$ cat config.mk
export PLATFORM = sky130hd
export DESIGN_NAME = http_chunked_body_decoder_core_flat
export DESIGN_NICKNAME = d
export VERILOG_FILES = /design/src/hcbd_pkg.sv /design/src/hcbd_in_if.sv /design/src/hcbd_out_if.sv /design/src/hcbd_front.sv /design/src/hcbd_queue.sv /design/src/hcbd_back.sv /design/src/http_chunked_body_decoder_core.sv /design/src/flat_wrapper.sv
export SDC_FILE = /design/constraint.sdc
export NUM_CORES = 1
export LEC_CHECK = 0
export BUFFER_PORTS_ARGS = -buffer_cell sky130_fd_sc_hd__buf_2
export CELL_PAD_IN_SITES_DETAIL_PLACEMENT = 0
export CELL_PAD_IN_SITES_GLOBAL_PLACEMENT = 1
export CORE_ASPECT_RATIO = 1.25
export CORE_MARGIN = 1.5
export CORE_UTILIZATION = 30
export DETAILED_ROUTE_END_ITERATION = 12
export PLACE_DENSITY = 0.57
export SKIP_LAST_GASP = 1
export SYNTH_ARGS = -nofsm -noshare
export SYNTH_HDL_FRONTEND = slang
export SYNTH_SLANG_ARGS = --single-unit
$ cat constraint.sdc
create_clock -name clk -period 4.5 [get_ports clk]
set_input_delay 0.225 -clock clk [delete_from_list [all_inputs] [get_ports clk]]
set_output_delay 0.225 -clock clk [all_outputs]
set_load 0.01 [all_outputs]
$ cat src/hcbd_pkg.sv
// ----------------------------------------------------------------------------
// hcbd_pkg
// Shared types, constants and character tables of the chunked body decoder.
// ----------------------------------------------------------------------------
package hcbd_pkg;

	localparam int CHUNK_SIZE_BITS = 32;
	localparam int QUEUE_DEPTH     = 4;
	localparam int QUEUE_AW        = $clog2(QUEUE_DEPTH);

	localparam logic [2:0] PREFIX_LEN  = 3'd5;
	localparam logic [4:0] PATTERN_LEN = 5'd26;

	localparam logic [7:0] CH_CR    = 8'h0d;
	localparam logic [7:0] CH_LF    = 8'h0a;
	localparam logic [7:0] CH_SP    = 8'h20;
	localparam logic [7:0] CH_TAB   = 8'h09;
	localparam logic [7:0] CH_SEMI  = 8'h3b;
	localparam logic [7:0] CH_LOW_T = 8'h74;

	localparam logic [2:0] FL_DIGIT = 3'b001;
	localparam logic [2:0] FL_TRAIL = 3'b010;
	localparam logic [2:0] FL_EXT   = 3'b100;

	localparam logic [1:0] LE_NONE  = 2'd0;
	localparam logic [1:0] LE_CR    = 2'd1;
	localparam logic [1:0] LE_CRLF  = 2'd2;
	localparam logic [1:0] LE_CRLFCR = 2'd3;

	typedef logic [CHUNK_SIZE_BITS-1:0] chunk_size_t;

	typedef enum logic [3:0] {
		PH_PREFIX  = 4'd0,
		PH_HEADER  = 4'd1,
		PH_PLAIN   = 4'd2,
		PH_SIZE    = 4'd3,
		PH_SIZE_LF = 4'd4,
		PH_DATA    = 4'd5,
		PH_DATA_CR = 4'd6,
		PH_DATA_LF = 4'd7
	} phase_t;

	typedef struct packed {
		logic [7:0] data;
		logic [7:0] lower;
		logic       is_hex;
		logic [3:0] hex_val;
		logic       is_cr;
		logic       is_lf;
		logic       is_blank;
		logic       is_semi;
		logic       last;
	} byte_cls_t;

	typedef struct packed {
		logic      push;
		byte_cls_t entry;
	} queue_wr_t;

	typedef struct packed {
		logic full;
		logic empty;
	} queue_status_t;

	function automatic logic [7:0] prefix_char(input logic [2:0] idx);
		logic [7:0] c;
		unique case (idx)
			3'd0:    c = 8'h48;
			3'd1:    c = 8'h54;
			3'd2:    c = 8'h54;
			3'd3:    c = 8'h50;
			3'd4:    c = 8'h2f;
			default: c = 8'h00;
		endcase
		return c;
	endfunction

	function automatic logic [7:0] pattern_char(input logic [4:0] idx);
		logic [7:0] c;
		unique case (idx)
			5'd0:    c = "t";
			5'd1:    c = "r";
			5'd2:    c = "a";
			5'd3:    c = "n";
			5'd4:    c = "s";
			5'd5:    c = "f";
			5'd6:    c = "e";
			5'd7:    c = "r";
			5'd8:    c = "-";
			5'd9:    c = "e";
			5'd10:   c = "n";
			5'd11:   c = "c";
			5'd12:   c = "o";
			5'd13:   c = "d";
			5'd14:   c = "i";
			5'd15:   c = "n";
			5'd16:   c = "g";
			5'd17:   c = ":";
			5'd18:   c = " ";
			5'd19:   c = "c";
			5'd20:   c = "h";
			5'd21:   c = "u";
			5'd22:   c = "n";
			5'd23:   c = "k";
			5'd24:   c = "e";
			5'd25:   c = "d";
			default: c = 8'h00;
		endcase
		return c;
	endfunction

endpackage

$ cat src/hcbd_in_if.sv
// ----------------------------------------------------------------------------
// hcbd_in_if
// Raw response byte channel: one byte and its end-of-response flag per word.
// ----------------------------------------------------------------------------
interface hcbd_in_if;
	logic       valid;
	logic       ready;
	logic [7:0] data_byte;
	logic       last_byte;

	modport source (output valid, output data_byte, output last_byte, input ready);
	modport sink   (input valid, input data_byte, input last_byte, output ready);
endinterface

$ cat src/hcbd_out_if.sv
// ----------------------------------------------------------------------------
// hcbd_out_if
// Decoded result channel: payload byte and outcome flags per word.
// ----------------------------------------------------------------------------
interface hcbd_out_if;
	logic       valid;
	logic       ready;
	logic       payload_valid;
	logic [7:0] payload_byte;
	logic       finished;
	logic       success;

	modport source (output valid, output payload_valid, output payload_byte,
		output finished, output success, input ready);
	modport sink   (input valid, input payload_valid, input payload_byte,
		input finished, input success, output ready);
endinterface

$ cat src/hcbd_front.sv
// ----------------------------------------------------------------------------
// hcbd_front
// Accepts raw bytes and classifies them for the decoder back end.
// ----------------------------------------------------------------------------
module hcbd_front (
	hcbd_in_if.sink                raw,
	input  hcbd_pkg::queue_status_t qstat,
	output hcbd_pkg::queue_wr_t     qwr
);

	logic [7:0] d;

	assign d = raw.data_byte;
	assign raw.ready = !qstat.full;

	always_comb begin
		qwr.push           = raw.valid && !qstat.full;
		qwr.entry.data     = d;
		qwr.entry.lower    = (d >= 8'h41 && d <= 8'h5a) ? (d + 8'd32) : d;
		qwr.entry.is_hex   = 1'b0;
		qwr.entry.hex_val  = 4'd0;
		if (d >= 8'h30 && d <= 8'h39) begin
			qwr.entry.is_hex  = 1'b1;
			qwr.entry.hex_val = d[3:0];
		end else if ((d >= 8'h61 && d <= 8'h66) || (d >= 8'h41 && d <= 8'h46)) begin
			qwr.entry.is_hex  = 1'b1;
			qwr.entry.hex_val = d[3:0] + 4'd9;
		end
		qwr.entry.is_cr    = (d == hcbd_pkg::CH_CR);
		qwr.entry.is_lf    = (d == hcbd_pkg::CH_LF);
		qwr.entry.is_blank = (d == hcbd_pkg::CH_SP) || (d == hcbd_pkg::CH_TAB);
		qwr.entry.is_semi  = (d == hcbd_pkg::CH_SEMI);
		qwr.entry.last     = raw.last_byte;
	end

endmodule

$ cat src/hcbd_queue.sv
// ----------------------------------------------------------------------------
// hcbd_queue
// Short queue of classified bytes between the front and back ends.
// ----------------------------------------------------------------------------
module hcbd_queue (
	input  logic                    clk,
	input  logic                    arst_n,
	input  hcbd_pkg::queue_wr_t     qwr,
	input  logic                    pop,
	output hcbd_pkg::queue_status_t qstat,
	output hcbd_pkg::byte_cls_t     head
);

	hcbd_pkg::byte_cls_t               mem_q [hcbd_pkg::QUEUE_DEPTH];
	logic [hcbd_pkg::QUEUE_AW-1:0]     wr_ptr_q;
	logic [hcbd_pkg::QUEUE_AW-1:0]     rd_ptr_q;
	logic [hcbd_pkg::QUEUE_AW:0]       count_q;
	logic                              do_pop;

	assign qstat.full  = (count_q == (hcbd_pkg::QUEUE_AW+1)'(hcbd_pkg::QUEUE_DEPTH));
	assign qstat.empty = (count_q == '0);
	assign head        = mem_q[rd_ptr_q];
	assign do_pop      = pop && !qstat.empty;

	always_ff @(posedge clk or negedge arst_n) begin
		if (!arst_n) begin
			wr_ptr_q <= '0;
			rd_ptr_q <= '0;
			count_q  <= '0;
		end else begin
			if (qwr.push)
				wr_ptr_q <= wr_ptr_q + 1'b1;
			if (do_pop)
				rd_ptr_q <= rd_ptr_q + 1'b1;
			if (qwr.push && !do_pop)
				count_q <= count_q + 1'b1;
			else if (!qwr.push && do_pop)
				count_q <= count_q - 1'b1;
		end
	end

	always_ff @(posedge clk) begin
		if (qwr.push)
			mem_q[wr_ptr_q] <= qwr.entry;
	end

endmodule

$ cat src/hcbd_back.sv
// ----------------------------------------------------------------------------
// hcbd_back
// Response parser and chunk decoder with the result output register.
// ----------------------------------------------------------------------------
module hcbd_back (
	input  logic                    clk,
	input  logic                    arst_n,
	input  hcbd_pkg::queue_status_t qstat,
	input  hcbd_pkg::byte_cls_t     head,
	output logic                    pop,
	hcbd_out_if.source              body
);

	hcbd_pkg::phase_t      phase_q, phase_d;
	logic [2:0]            prefix_idx_q, prefix_idx_d;
	logic [1:0]            line_end_q, line_end_d;
	logic [4:0]            pattern_idx_q, pattern_idx_d;
	logic [4:0]            pidx;
	logic                  chunked_q, chunked_d;
	hcbd_pkg::chunk_size_t remain_q, remain_d;
	logic [2:0]            flags_q, flags_d;
	logic                  settled_q, settled_d;

	logic                  out_valid_q;
	logic                  pv_q, fin_q, ok_q;
	logic [7:0]            pb_q;
	logic                  pv, fin, ok;

	assign pop = !qstat.empty && (!out_valid_q || body.ready);

	assign body.valid         = out_valid_q;
	assign body.payload_valid = pv_q;
	assign body.payload_byte  = pb_q;
	assign body.finished      = fin_q;
	assign body.success       = ok_q;

	always_ff @(posedge clk or negedge arst_n) begin
		if (!arst_n) begin
			phase_q       <= hcbd_pkg::PH_PREFIX;
			prefix_idx_q  <= '0;
			line_end_q    <= hcbd_pkg::LE_NONE;
			pattern_idx_q <= '0;
			chunked_q     <= 1'b0;
			remain_q      <= '0;
			flags_q       <= '0;
			settled_q     <= 1'b0;
			out_valid_q   <= 1'b0;
		end else begin
			if (pop) begin
				phase_q       <= phase_d;
				prefix_idx_q  <= prefix_idx_d;
				line_end_q    <= line_end_d;
				pattern_idx_q <= pattern_idx_d;
				chunked_q     <= chunked_d;
				remain_q      <= remain_d;
				flags_q       <= flags_d;
				settled_q     <= settled_d;
				out_valid_q   <= 1'b1;
			end else if (body.ready) begin
				out_valid_q   <= 1'b0;
			end
		end
	end

	always_ff @(posedge clk) begin
		if (pop) begin
			pv_q  <= pv;
			pb_q  <= pv ? head.data : 8'd0;
			fin_q <= fin;
			ok_q  <= fin && ok;
		end
	end

	always_comb begin
		phase_d       = phase_q;
		prefix_idx_d  = prefix_idx_q;
		line_end_d    = line_end_q;
		pattern_idx_d = pattern_idx_q;
		chunked_d     = chunked_q;
		remain_d      = remain_q;
		flags_d       = flags_q;
		settled_d     = settled_q;
		pv            = 1'b0;
		fin           = 1'b0;
		ok            = 1'b0;
		pidx          = (pattern_idx_q >= hcbd_pkg::PATTERN_LEN) ? 5'd0 : pattern_idx_q;

		if (!settled_q) begin
			unique case (phase_q)
				hcbd_pkg::PH_PREFIX: begin
					if (prefix_idx_q < hcbd_pkg::PREFIX_LEN &&
						head.data == hcbd_pkg::prefix_char(prefix_idx_q)) begin
						prefix_idx_d = prefix_idx_q + 3'd1;
						if (prefix_idx_d == hcbd_pkg::PREFIX_LEN)
							phase_d = hcbd_pkg::PH_HEADER;
					end else begin
						fin = 1'b1;
					end
				end
				hcbd_pkg::PH_HEADER: begin
					if (head.lower == hcbd_pkg::pattern_char(pidx)) begin
						if (pidx + 5'd1 == hcbd_pkg::PATTERN_LEN) begin
							chunked_d     = 1'b1;
							pattern_idx_d = '0;
						end else begin
							pattern_idx_d = pidx + 5'd1;
						end
					end else begin
						pattern_idx_d = (head.lower == hcbd_pkg::CH_LOW_T) ? 5'd1 : 5'd0;
					end
					priority if (head.is_cr) begin
						line_end_d = (line_end_q == hcbd_pkg::LE_CRLF) ?
							hcbd_pkg::LE_CRLFCR : hcbd_pkg::LE_CR;
					end else if (head.is_lf && line_end_q == hcbd_pkg::LE_CRLFCR) begin
						line_end_d = hcbd_pkg::LE_NONE;
						flags_d    = '0;
						remain_d   = '0;
						phase_d    = chunked_d ? hcbd_pkg::PH_SIZE : hcbd_pkg::PH_PLAIN;
					end else if (head.is_lf && line_end_q == hcbd_pkg::LE_CR) begin
						line_end_d = hcbd_pkg::LE_CRLF;
					end else begin
						line_end_d = hcbd_pkg::LE_NONE;
					end
				end
				hcbd_pkg::PH_PLAIN: begin
					pv = 1'b1;
				end
				hcbd_pkg::PH_SIZE: begin
					priority if ((flags_q & hcbd_pkg::FL_EXT) != '0) begin
						if (head.is_cr)
							phase_d = hcbd_pkg::PH_SIZE_LF;
					end else if (head.is_hex) begin
						if ((flags_q & hcbd_pkg::FL_TRAIL) != '0 ||
							remain_q[hcbd_pkg::CHUNK_SIZE_BITS-1 -: 4] != 4'd0) begin
							fin = 1'b1;
						end else begin
							remain_d = {remain_q[hcbd_pkg::CHUNK_SIZE_BITS-5:0], head.hex_val};
							flags_d  = flags_q | hcbd_pkg::FL_DIGIT;
						end
					end else if (head.is_blank) begin
						if ((flags_q & hcbd_pkg::FL_DIGIT) != '0)
							flags_d = flags_q | hcbd_pkg::FL_TRAIL;
					end else if (head.is_semi) begin
						if ((flags_q & hcbd_pkg::FL_DIGIT) != '0)
							flags_d = flags_q | hcbd_pkg::FL_EXT;
						else
							fin = 1'b1;
					end else if (head.is_cr) begin
						phase_d = hcbd_pkg::PH_SIZE_LF;
					end else begin
						fin = 1'b1;
					end
				end
				hcbd_pkg::PH_SIZE_LF: begin
					priority if (head.is_lf) begin
						if ((flags_q & hcbd_pkg::FL_DIGIT) == '0) begin
							fin = 1'b1;
						end else if (remain_q == '0) begin
							fin = 1'b1;
							ok  = 1'b1;
						end else begin
							phase_d = hcbd_pkg::PH_DATA;
						end
					end else if ((flags_q & hcbd_pkg::FL_EXT) != '0) begin
						if (!head.is_cr)
							phase_d = hcbd_pkg::PH_SIZE;
					end else begin
						fin = 1'b1;
					end
				end
				hcbd_pkg::PH_DATA: begin
					pv = 1'b1;
					if (remain_q != '0)
						remain_d = remain_q - 1'b1;
					if (remain_q == hcbd_pkg::chunk_size_t'(1) || remain_q == '0)
						phase_d = hcbd_pkg::PH_DATA_CR;
				end
				hcbd_pkg::PH_DATA_CR: begin
					if (head.is_cr)
						phase_d = hcbd_pkg::PH_DATA_LF;
					else
						fin = 1'b1;
				end
				hcbd_pkg::PH_DATA_LF: begin
					if (head.is_lf) begin
						phase_d  = hcbd_pkg::PH_SIZE;
						flags_d  = '0;
						remain_d = '0;
					end else begin
						fin = 1'b1;
					end
				end
				default: begin
					fin = 1'b1;
				end
			endcase

			if (!fin && head.last) begin
				fin = 1'b1;
				ok  = (phase_d == hcbd_pkg::PH_PLAIN);
			end
			if (fin)
				settled_d = 1'b1;
		end

		if (head.last) begin
			phase_d       = hcbd_pkg::PH_PREFIX;
			prefix_idx_d  = '0;
			line_end_d    = hcbd_pkg::LE_NONE;
			pattern_idx_d = '0;
			chunked_d     = 1'b0;
			remain_d      = '0;
			flags_d       = '0;
			settled_d     = 1'b0;
		end
	end

endmodule

$ cat src/http_chunked_body_decoder_core.sv
// ----------------------------------------------------------------------------
// http_chunked_body_decoder_core
// HTTP/1.1 response body decoder with chunked transfer decoding.
//
// The raw channel takes one response byte per word, with last_byte on the
// final byte of a response. The body channel returns exactly one word per
// raw word: a decoded body byte when payload_valid is set, and finished with
// success on the byte that settles the outcome of the response.
// Throughput is one byte per cycle while body.ready is high and the queue holds bytes.
// An accepted raw byte is registered in the classified byte queue, then in
// the result register, before it shows as body valid.
// A body stall holds the result register; the four-entry queue keeps taking
// raw words until it fills, then raw.ready drops.
// Reset clears the queue, the result valid flag and the parser state; the
// next byte is the first byte of a new response.
// ----------------------------------------------------------------------------
module http_chunked_body_decoder_core (
	input logic        clk,
	input logic        arst_n,
	hcbd_in_if.sink    raw,
	hcbd_out_if.source body
);

	hcbd_pkg::queue_wr_t     qwr;
	hcbd_pkg::queue_status_t qstat;
	hcbd_pkg::byte_cls_t     head;
	logic                    pop;

	hcbd_front u_front (
		.raw   (raw),
		.qstat (qstat),
		.qwr   (qwr)
	);

	hcbd_queue u_queue (
		.clk    (clk),
		.arst_n (arst_n),
		.qwr    (qwr),
		.pop    (pop),
		.qstat  (qstat),
		.head   (head)
	);

	hcbd_back u_back (
		.clk    (clk),
		.arst_n (arst_n),
		.qstat  (qstat),
		.head   (head),
		.pop    (pop),
		.body   (body)
	);

endmodule
$ cat src/flat_wrapper.sv
// flat-port wrapper written by rule: the top's interface ports become plain ports
module http_chunked_body_decoder_core_flat 
  (clk, arst_n, raw_valid, raw_data_byte, raw_last_byte, raw_ready, body_valid, body_payload_valid, body_payload_byte, body_finished, body_success, body_ready);
  hcbd_in_if raw_i ();
  hcbd_out_if body_i ();
  input logic clk;
  input logic arst_n;
  input wire logic [$bits(raw_i.valid)-1:0] raw_valid;
  input wire logic [$bits(raw_i.data_byte)-1:0] raw_data_byte;
  input wire logic [$bits(raw_i.last_byte)-1:0] raw_last_byte;
  output wire logic [$bits(raw_i.ready)-1:0] raw_ready;
  output wire logic [$bits(body_i.valid)-1:0] body_valid;
  output wire logic [$bits(body_i.payload_valid)-1:0] body_payload_valid;
  output wire logic [$bits(body_i.payload_byte)-1:0] body_payload_byte;
  output wire logic [$bits(body_i.finished)-1:0] body_finished;
  output wire logic [$bits(body_i.success)-1:0] body_success;
  input wire logic [$bits(body_i.ready)-1:0] body_ready;
  assign raw_i.valid = raw_valid;
  assign raw_i.data_byte = raw_data_byte;
  assign raw_i.last_byte = raw_last_byte;
  assign raw_ready = raw_i.ready;
  assign body_valid = body_i.valid;
  assign body_payload_valid = body_i.payload_valid;
  assign body_payload_byte = body_i.payload_byte;
  assign body_finished = body_i.finished;
  assign body_success = body_i.success;
  assign body_i.ready = body_ready;
  http_chunked_body_decoder_core u_core (.clk(clk), .arst_n(arst_n), .raw(raw_i), .body(body_i));
endmodule
# --- Word level (Yosys, flattened, before mapping) ---
# Memory sizes are Yosys's and may differ from the RTL's.
# Index checks and enable logic that the tools add are counted.
word_totals:
  ff_bits: 70
  mem_bits_rw: 104
  rom_bits: 224
  inputBits: 13
  out_inout_bits: 13
  elab_cells: 241
  mem_count: 2
classes:
  n_addsub: 9
  n_lt_le_gt_ge: 9
  n_eq_ne: 42
  mux: 112
  reduce_logical: 49
memory_table:
  columns: ["name", "words", "width", "rd", "rd_ports_with_merged_regs", "wr", "line", "rtl"]
  rows:
  - ["(no name shown)", 32, 7, 1, 0, 0, "hcbd_pkg.sv:80", "unique case (idx)"]
  - ["u_core.u_queue.mem_q", 4, 26, 1, 0, 1, "hcbd_queue.sv:14", "hcbd_pkg::byte_cls_t mem_q [hcbd_pkg::QUEUE_DEPTH];"]
ops:
  columns: ["operator", "n"]
  rows:
  - ["32-bit 2-to-1 mux", 9]
  - ["32-bit one-hot mux with 4 select lines", 1]
  - ["4-bit 2-to-1 mux", 20]
  - ["3-bit 2-to-1 mux", 16]
  - ["1-bit 2-to-1 mux", 41]
  - ["5-bit 2-to-1 mux", 8]
  - ["8-bit 2-to-1 mux", 5]
  - ["32-bit by 1-bit == test with 1-bit output, second input constant", 1]
  - ["32-bit logical NOT", 1]
  - ["32-bit nonzero test", 1]
  - ["32-bit by 1-bit subtractor with 32-bit output, second input constant", 1]
  - ["4-bit one-hot mux with 7 select lines", 1]
  - ["7-bit one-hot mux with 4 select lines", 1]
  - ["8-bit by 4-bit == test with 1-bit output, second input constant", 3]
  - ["8-bit by 7-bit less-or-equal comparator with 1-bit output, second input constant", 3]
  - ["3-bit inequality test, second input constant", 7]
  - ["4-bit by 3-bit == test with 1-bit output, second input constant", 4]
  - ["8-bit by 6-bit == test with 1-bit output, second input constant", 2]
  - ["8-bit == test", 2]
  - ["8-bit by 7-bit >= comparator with 1-bit output, second input constant", 2]
  - ["2-bit 2-to-1 mux", 8]
  - ["1-bit logical AND", 14]
  - ["4-bit by 2-bit == test with 1-bit output, second input constant", 3]
  - ["4-bit inequality test, second input constant", 3]
  - ["other kinds (41)", 64]

# --- Depth between registers and ports, before layout ---
# An unclocked memory read counts as a cell.
depth:
  word_depth: 18
  depth_mapped: 14
  ltp_nobuf: 13

# --- Cells and area by module ---
# From an unflattened synthesis, not the netlist that was laid out.
unflattened:
  cells_unflattened: 793
  area_unflattened_um2: 9366.5
by_module_without_submodules:
  columns: ["module", "n_inst", "cells_per_inst", "area_each_um2", "seq_area_each_um2"]
  rows:
  - ["hcbd_back", 1, 551, 4674.5, 1631.6]
  - ["hcbd_queue", 1, 171, 4201.5, 3298.2]
  - ["hcbd_front", 1, 71, 490.5, 0.0]

# --- Worst setup path after synthesis ---
# OpenSTA, ideal clock, no wires.
synth_timing:
  path_type: "register to register"
  from: "reg u_core.u_back.pattern_idx_q[4]"
  to: "reg u_core.u_back.ok_q, in the netlist u_core.u_back.body.success, data pin"
  setup_ps: 256
  arrival_time_ps: 2914
  t_required_ps: 4244
  setup_slack_ps: 1330
  path_stages_with_launch: 12
  path_buffers: 2
  synth_period_minus_slack_ps: 3170
  path_cell_list: "dfrtp_1 -> clkbuf_1 -> nand2_1 -> o21ai_0 -> ha_1 -> buf_4 -> or3b_2 -> a32oi_1 -> xnor2_1 -> nor4bb_1 -> o21bai_1 -> a22o_1"
synth_via:
  elab_chain_len: 18
  word_cells_on_any_way: 21
  classes_between: "add/sub (1); order compare (1); eq/ne (3); mux (14); reduce/logical (1); memory (1)"
synth_lines:
  columns: ["item", "line", "rtl"]
  rows:
  - ["start: declaration", "hcbd_back.sv:17", "logic [4:0] pattern_idx_q, pattern_idx_d;"]
  - ["start signal: assignment", "hcbd_back.sv:53", "pattern_idx_q <= pattern_idx_d;"]
  - ["5-bit >= comparator", "hcbd_back.sv:86", "pidx = (pattern_idx_q >= hcbd_pkg::PATTERN_LEN) ? 5'd0 : pattern_idx_q;"]
  - ["5-bit 2-to-1 mux *", "hcbd_back.sv:86", null]
  - ["memory 32 x 7 bit", null, null]
  - ["8-bit 2-to-1 mux", "hcbd_back.sv:89", "unique case (phase_q)"]
  - ["8-bit 2-to-1 mux", "hcbd_back.sv:88", "if (!settled_q) begin"]
  - ["8-bit == test", "hcbd_back.sv:101", "if (head.lower == hcbd_pkg::pattern_char(pidx)) begin"]
  - ["1-bit 2-to-1 mux *", "hcbd_back.sv:101", null]
  - ["1-bit 2-to-1 mux *", "hcbd_back.sv:89", null]
  - ["[... 2 more ...]", null, null]
  - ["4-bit 2-to-1 mux *", "hcbd_back.sv:114", "end else if (head.is_lf && line_end_q == hcbd_pkg::LE_CRLFCR) begin"]
  - ["4-bit 2-to-1 mux *", "hcbd_back.sv:111", "priority if (head.is_cr) begin"]
  - ["4-bit one-hot mux with 7 select lines *", "hcbd_back.sv:89", null]
  - ["4-bit 2-to-1 mux *", "hcbd_back.sv:88", null]
  - ["4-bit by 2-bit == test with 1-bit output *", "hcbd_back.sv:200", "ok = (phase_d == hcbd_pkg::PH_PLAIN);"]
  - ["1-bit 2-to-1 mux *", "hcbd_back.sv:198", "if (!fin && head.last) begin"]
  - ["1-bit 2-to-1 mux *", "hcbd_back.sv:88", null]
  - ["1-bit logical AND *", "hcbd_back.sv:70", "ok_q <= fin && ok;"]
  - ["end signal: assignment", "hcbd_back.sv:70", null]
  - ["end: declaration", "hcbd_back.sv:25", "logic pv_q, fin_q, ok_q;"]
# Every way passes the cells marked *; elsewhere a longest branch is shown, timed or not. The select of a mux whose other input is x is not followed.
# A chain may end at the register's enable or synchronous reset.

# --- Worst setup path after layout ---
layout_timing:
  from: "reg u_core.u_back.pattern_idx_q[1]"
  to: "reg u_core.u_back.ok_q, in the netlist u_core.u_back.body.success, data pin"
# The elaborated chain is that of the path after synthesis.

==> results_dict.tcl <==
set metrics [dict create \
    violations "negative hold slack" \
    die_w_um 153 \
    crit_type "flip-flop to flip-flop" \
    cts_buffer_depth 2 \
    antenna_found_initial 0 \
    cp.required_ns 4.69 \
    maxSlewViolCount 0 \
    fin_setup_tns_ns 0 \
    place_congestion 0.800 \
    synth_top_cell_by_area "edfxtp_1" \
    setup_ws_ns 1.03 \
    drive_above_1_share_pct 12.5 \
    syn_inst 782 \
    hold_path.class "primary input to async pin" \
    hold_violations 37 \
    maxCapViolCount 0 \
    maxSlewHeadroom_pct 44.6 \
    worst-path-max-fanout 12 \
    cp-startpoint "u_core.u_back.pattern_idx_q[1]" \
    cts.sinks 154 \
    synthToLayoutAreaGrowth_pct 13.5 \
    initial_core_util_pct 30.5 \
    cp.arrival_ns 3.66 \
    die_area_um2 29000 \
    nets 843 \
    antennaDiodeCount 0 \
    ys_warn_count 0 \
    row_count 68 \
    drtAntennaViolNets 0 \
    ir_worst_vdd_uv 242 \
    io_buffers 25 \
    r2r_start "u_core.u_back.pattern_idx_q[1]" \
    synth_area_leaders "edfxtp_1, dfrtp_1, o21ai_0, ha_1, a21oi_1" \
    synth_edf_count 95 \
    drc 0 \
    drt_first_pass_iters 7 \
    post-cts-setup-buffer-count 0 \
    numCtsBuffers 17 \
    post-place-ws_ns 1.07 \
    grt_overflow 0 \
    setup_viol 0 \
    grt_pass1_wl_um 33000 \
    grt_max_degree 60 \
    core_um2 27600 \
    rsz0062_at_grt "no" \
    vias_per_cell 5.26 \
    cts_root_buf "clkbuf_16" \
    end_kind "flip-flop" \
    path_clk_slew_ns 0.07 \
    die_y_um 190 \
    fmax_mhz 288 \
    post-route-period-util_pct 77.1 \
    io_pins 26 \
    wl_per_cell_um 17.4 \
    n_fill_cell 2801 \
    cts_tree "built" \
    ys_ff_latch 154 \
    drt-initial-drc-count 377 \
    ys_seq_area_share_pct 51.6 \
    min_period_ns 3.47 \
    htreeDepth 4 \
    cts-hold-fix-buffers 0 \
    synth.distinct_cells 71 \
    yosysTopAreaCellShare_pct 34.0 \
    status "finished with violations" \
    hpwl_um 13800 \
    syn_area_um2 8400 \
    yosysMostFrequentCell "edfxtp_1" \
    hold_ws_ns -0.0330 \
    syn-num-nets 823 \
    leakagePower_nw 3.55 \
    insertion_delay_ns 0.43 \
    synth_top_cells_by_count "edfxtp_1, o21ai_0, dfrtp_1" \
    post_cts_resize_count 0 \
    synth-main-ff-cell "edfxtp_1" \
    tightest_slew_ns 0.831 \
    synth-async-reset-ratio_pct 38.3 \
    cp-start-kind "flip-flop" \
    postSynthAreaPerCell_um2 10.7 \
    vias 6125 \
    track_usage_pct 14.3 \
    reg2reg_depth 12 \
    drt_wl_total_um 20300 \
    grt_pass1_vias 5954 \
    power_density_nw_per_um2 502 \
    fin_skew_ns 0.00968 \
]
cell families after synthesis:
kind of cell,Yosys count,share of synthesized area (%)
AO/OA/AOI/OAI,228,16.8
buffers and inverters,75,3.65
adder cells (fa/ha/maj),28,4.26
multiplexers,29,6.39
XOR/XNOR,16,1.67
flip-flops,154,51.6
AND/OR/NAND/NOR,252,15.6
sequential cells by signal (all words and copies together), names as in the netlist:
name and cells:
u_core.u_back.settled_q 1, u_core.u_back.prefix_idx_q 3, u_core.u_back.remain_q 32, u_core.u_back.body.finished 1, u_core.u_back.body.valid 1, u_core.u_back.pattern_idx_q 5
u_core.u_queue.count_q 3, u_core.u_queue.wr_ptr_q 2, u_core.u_back.chunked_q 1, u_core.u_back.flags_q 3, u_core.u_back.body.payload_valid 1, u_core.u_back.body.success 1
u_core.u_queue.mem_q 84, u_core.u_queue.rd_ptr_q 2, u_core.u_back.body.payload_byte 8, u_core.u_back.line_end_q 2, u_core.u_back.phase_q 4
cell type report:
| type | count | area, µm² | share of cell area (%) |
|---|---|---|---|
| clock inverter | 13 | 158 | 1.65 |
| timing repair buffer | 47 | 290 | 3.05 |
| sequential | 154 | 4330 | 45.4 |
| multi-input combinational | 553 | 3770 | 39.5 |
| inverter | 29 | 109 | 1.14 |
| clock buffer | 19 | 443 | 4.65 |
| tap | 350 | 438 | 4.59 |
worst max-delay path, stage by stage, from the launching register on:
cell and delay, ns:
dfrtp_1 0.56, nor2_1 0.12, o21ai_0 0.43, inv_1 0.19
ha_1 0.27, ha_1 0.30, nand2_1 0.06, a21oi_1 0.15
nor2b_1 0.26, nand2_1 0.11, nor4bb_1 0.43, o21bai_1 0.14
a22o_1 0.21
power breakdown:
group / internal (mW) / switching [mW] / total [mW]
combinational: 0.527 / 0.911 / 1.44
sequential: 1.74 / 0.131 / 1.87
clock: 0.848 / 0.621 / 1.47
cell usage in the layout (no fill, tap or decap), drive strengths merged, types with 6 or more instances in the layout:
cell    netlist  layout
or3           8       8
a21oi        51      51
a32oi        11      11
o21ai        87      87
dfrtp        59      59
nor2         57      57
mux2i         9       9
nand3        13      13
and3          7       7
buf           7      47
nor3         36      36
xnor2        13      13
and2         12      12
nand2        48      48
inv          28      35
o21a          7       7
nor4         14      14
ha           27      27
a21o          6       6
o22ai         6       6
nand2b       18      18
o211ai        6       6
nand4         6       6
edfxtp       95      95
mux4         17      17
a22oi        15      15
nor2b         8       8
clkbuf       39      19
stage by stage:
step / cell area [µm²] / power (mW) / utilization (%) / cells
6_report: 9530 / 4.78 / 34.6 / 1165
5_1_grt: 9530 / 5.04 / 34.6 / 1165
4_1_cts: 9530 / 4.85 / 34.6 / 1165
2_1_floorplan: 8400 / 2.90 / - / 782
3_3_place_gp: 8930 / 3.37 / 32.4 / 1133
3_5_place_dp: 8930 / 3.37 / 32.4 / 1133
routing by layer:
metal / wire length (µm) / GRT usage, %
met1: 9250 / 17.9
met4: 284 / 4.88
met5: 0 / 0
met3: 466 / 2.37
met2: 10300 / 25.0
worst paths after layout:
kind	to	slack (ns)
worst max register to register	u_core.u_back.body.success	1.03
worst min-delay path	u_core.u_back.remain_q[18]	-0.03
max in group asynchronous	u_core.u_back.remain_q[1]	3.97
min in group clk	u_core.u_queue.mem_q[1][0]	0.02
worst max-delay path	u_core.u_back.body.success	1.03
worst min register to register	u_core.u_queue.count_q[2]	0.49
Power figures use the tool's default switching activity.
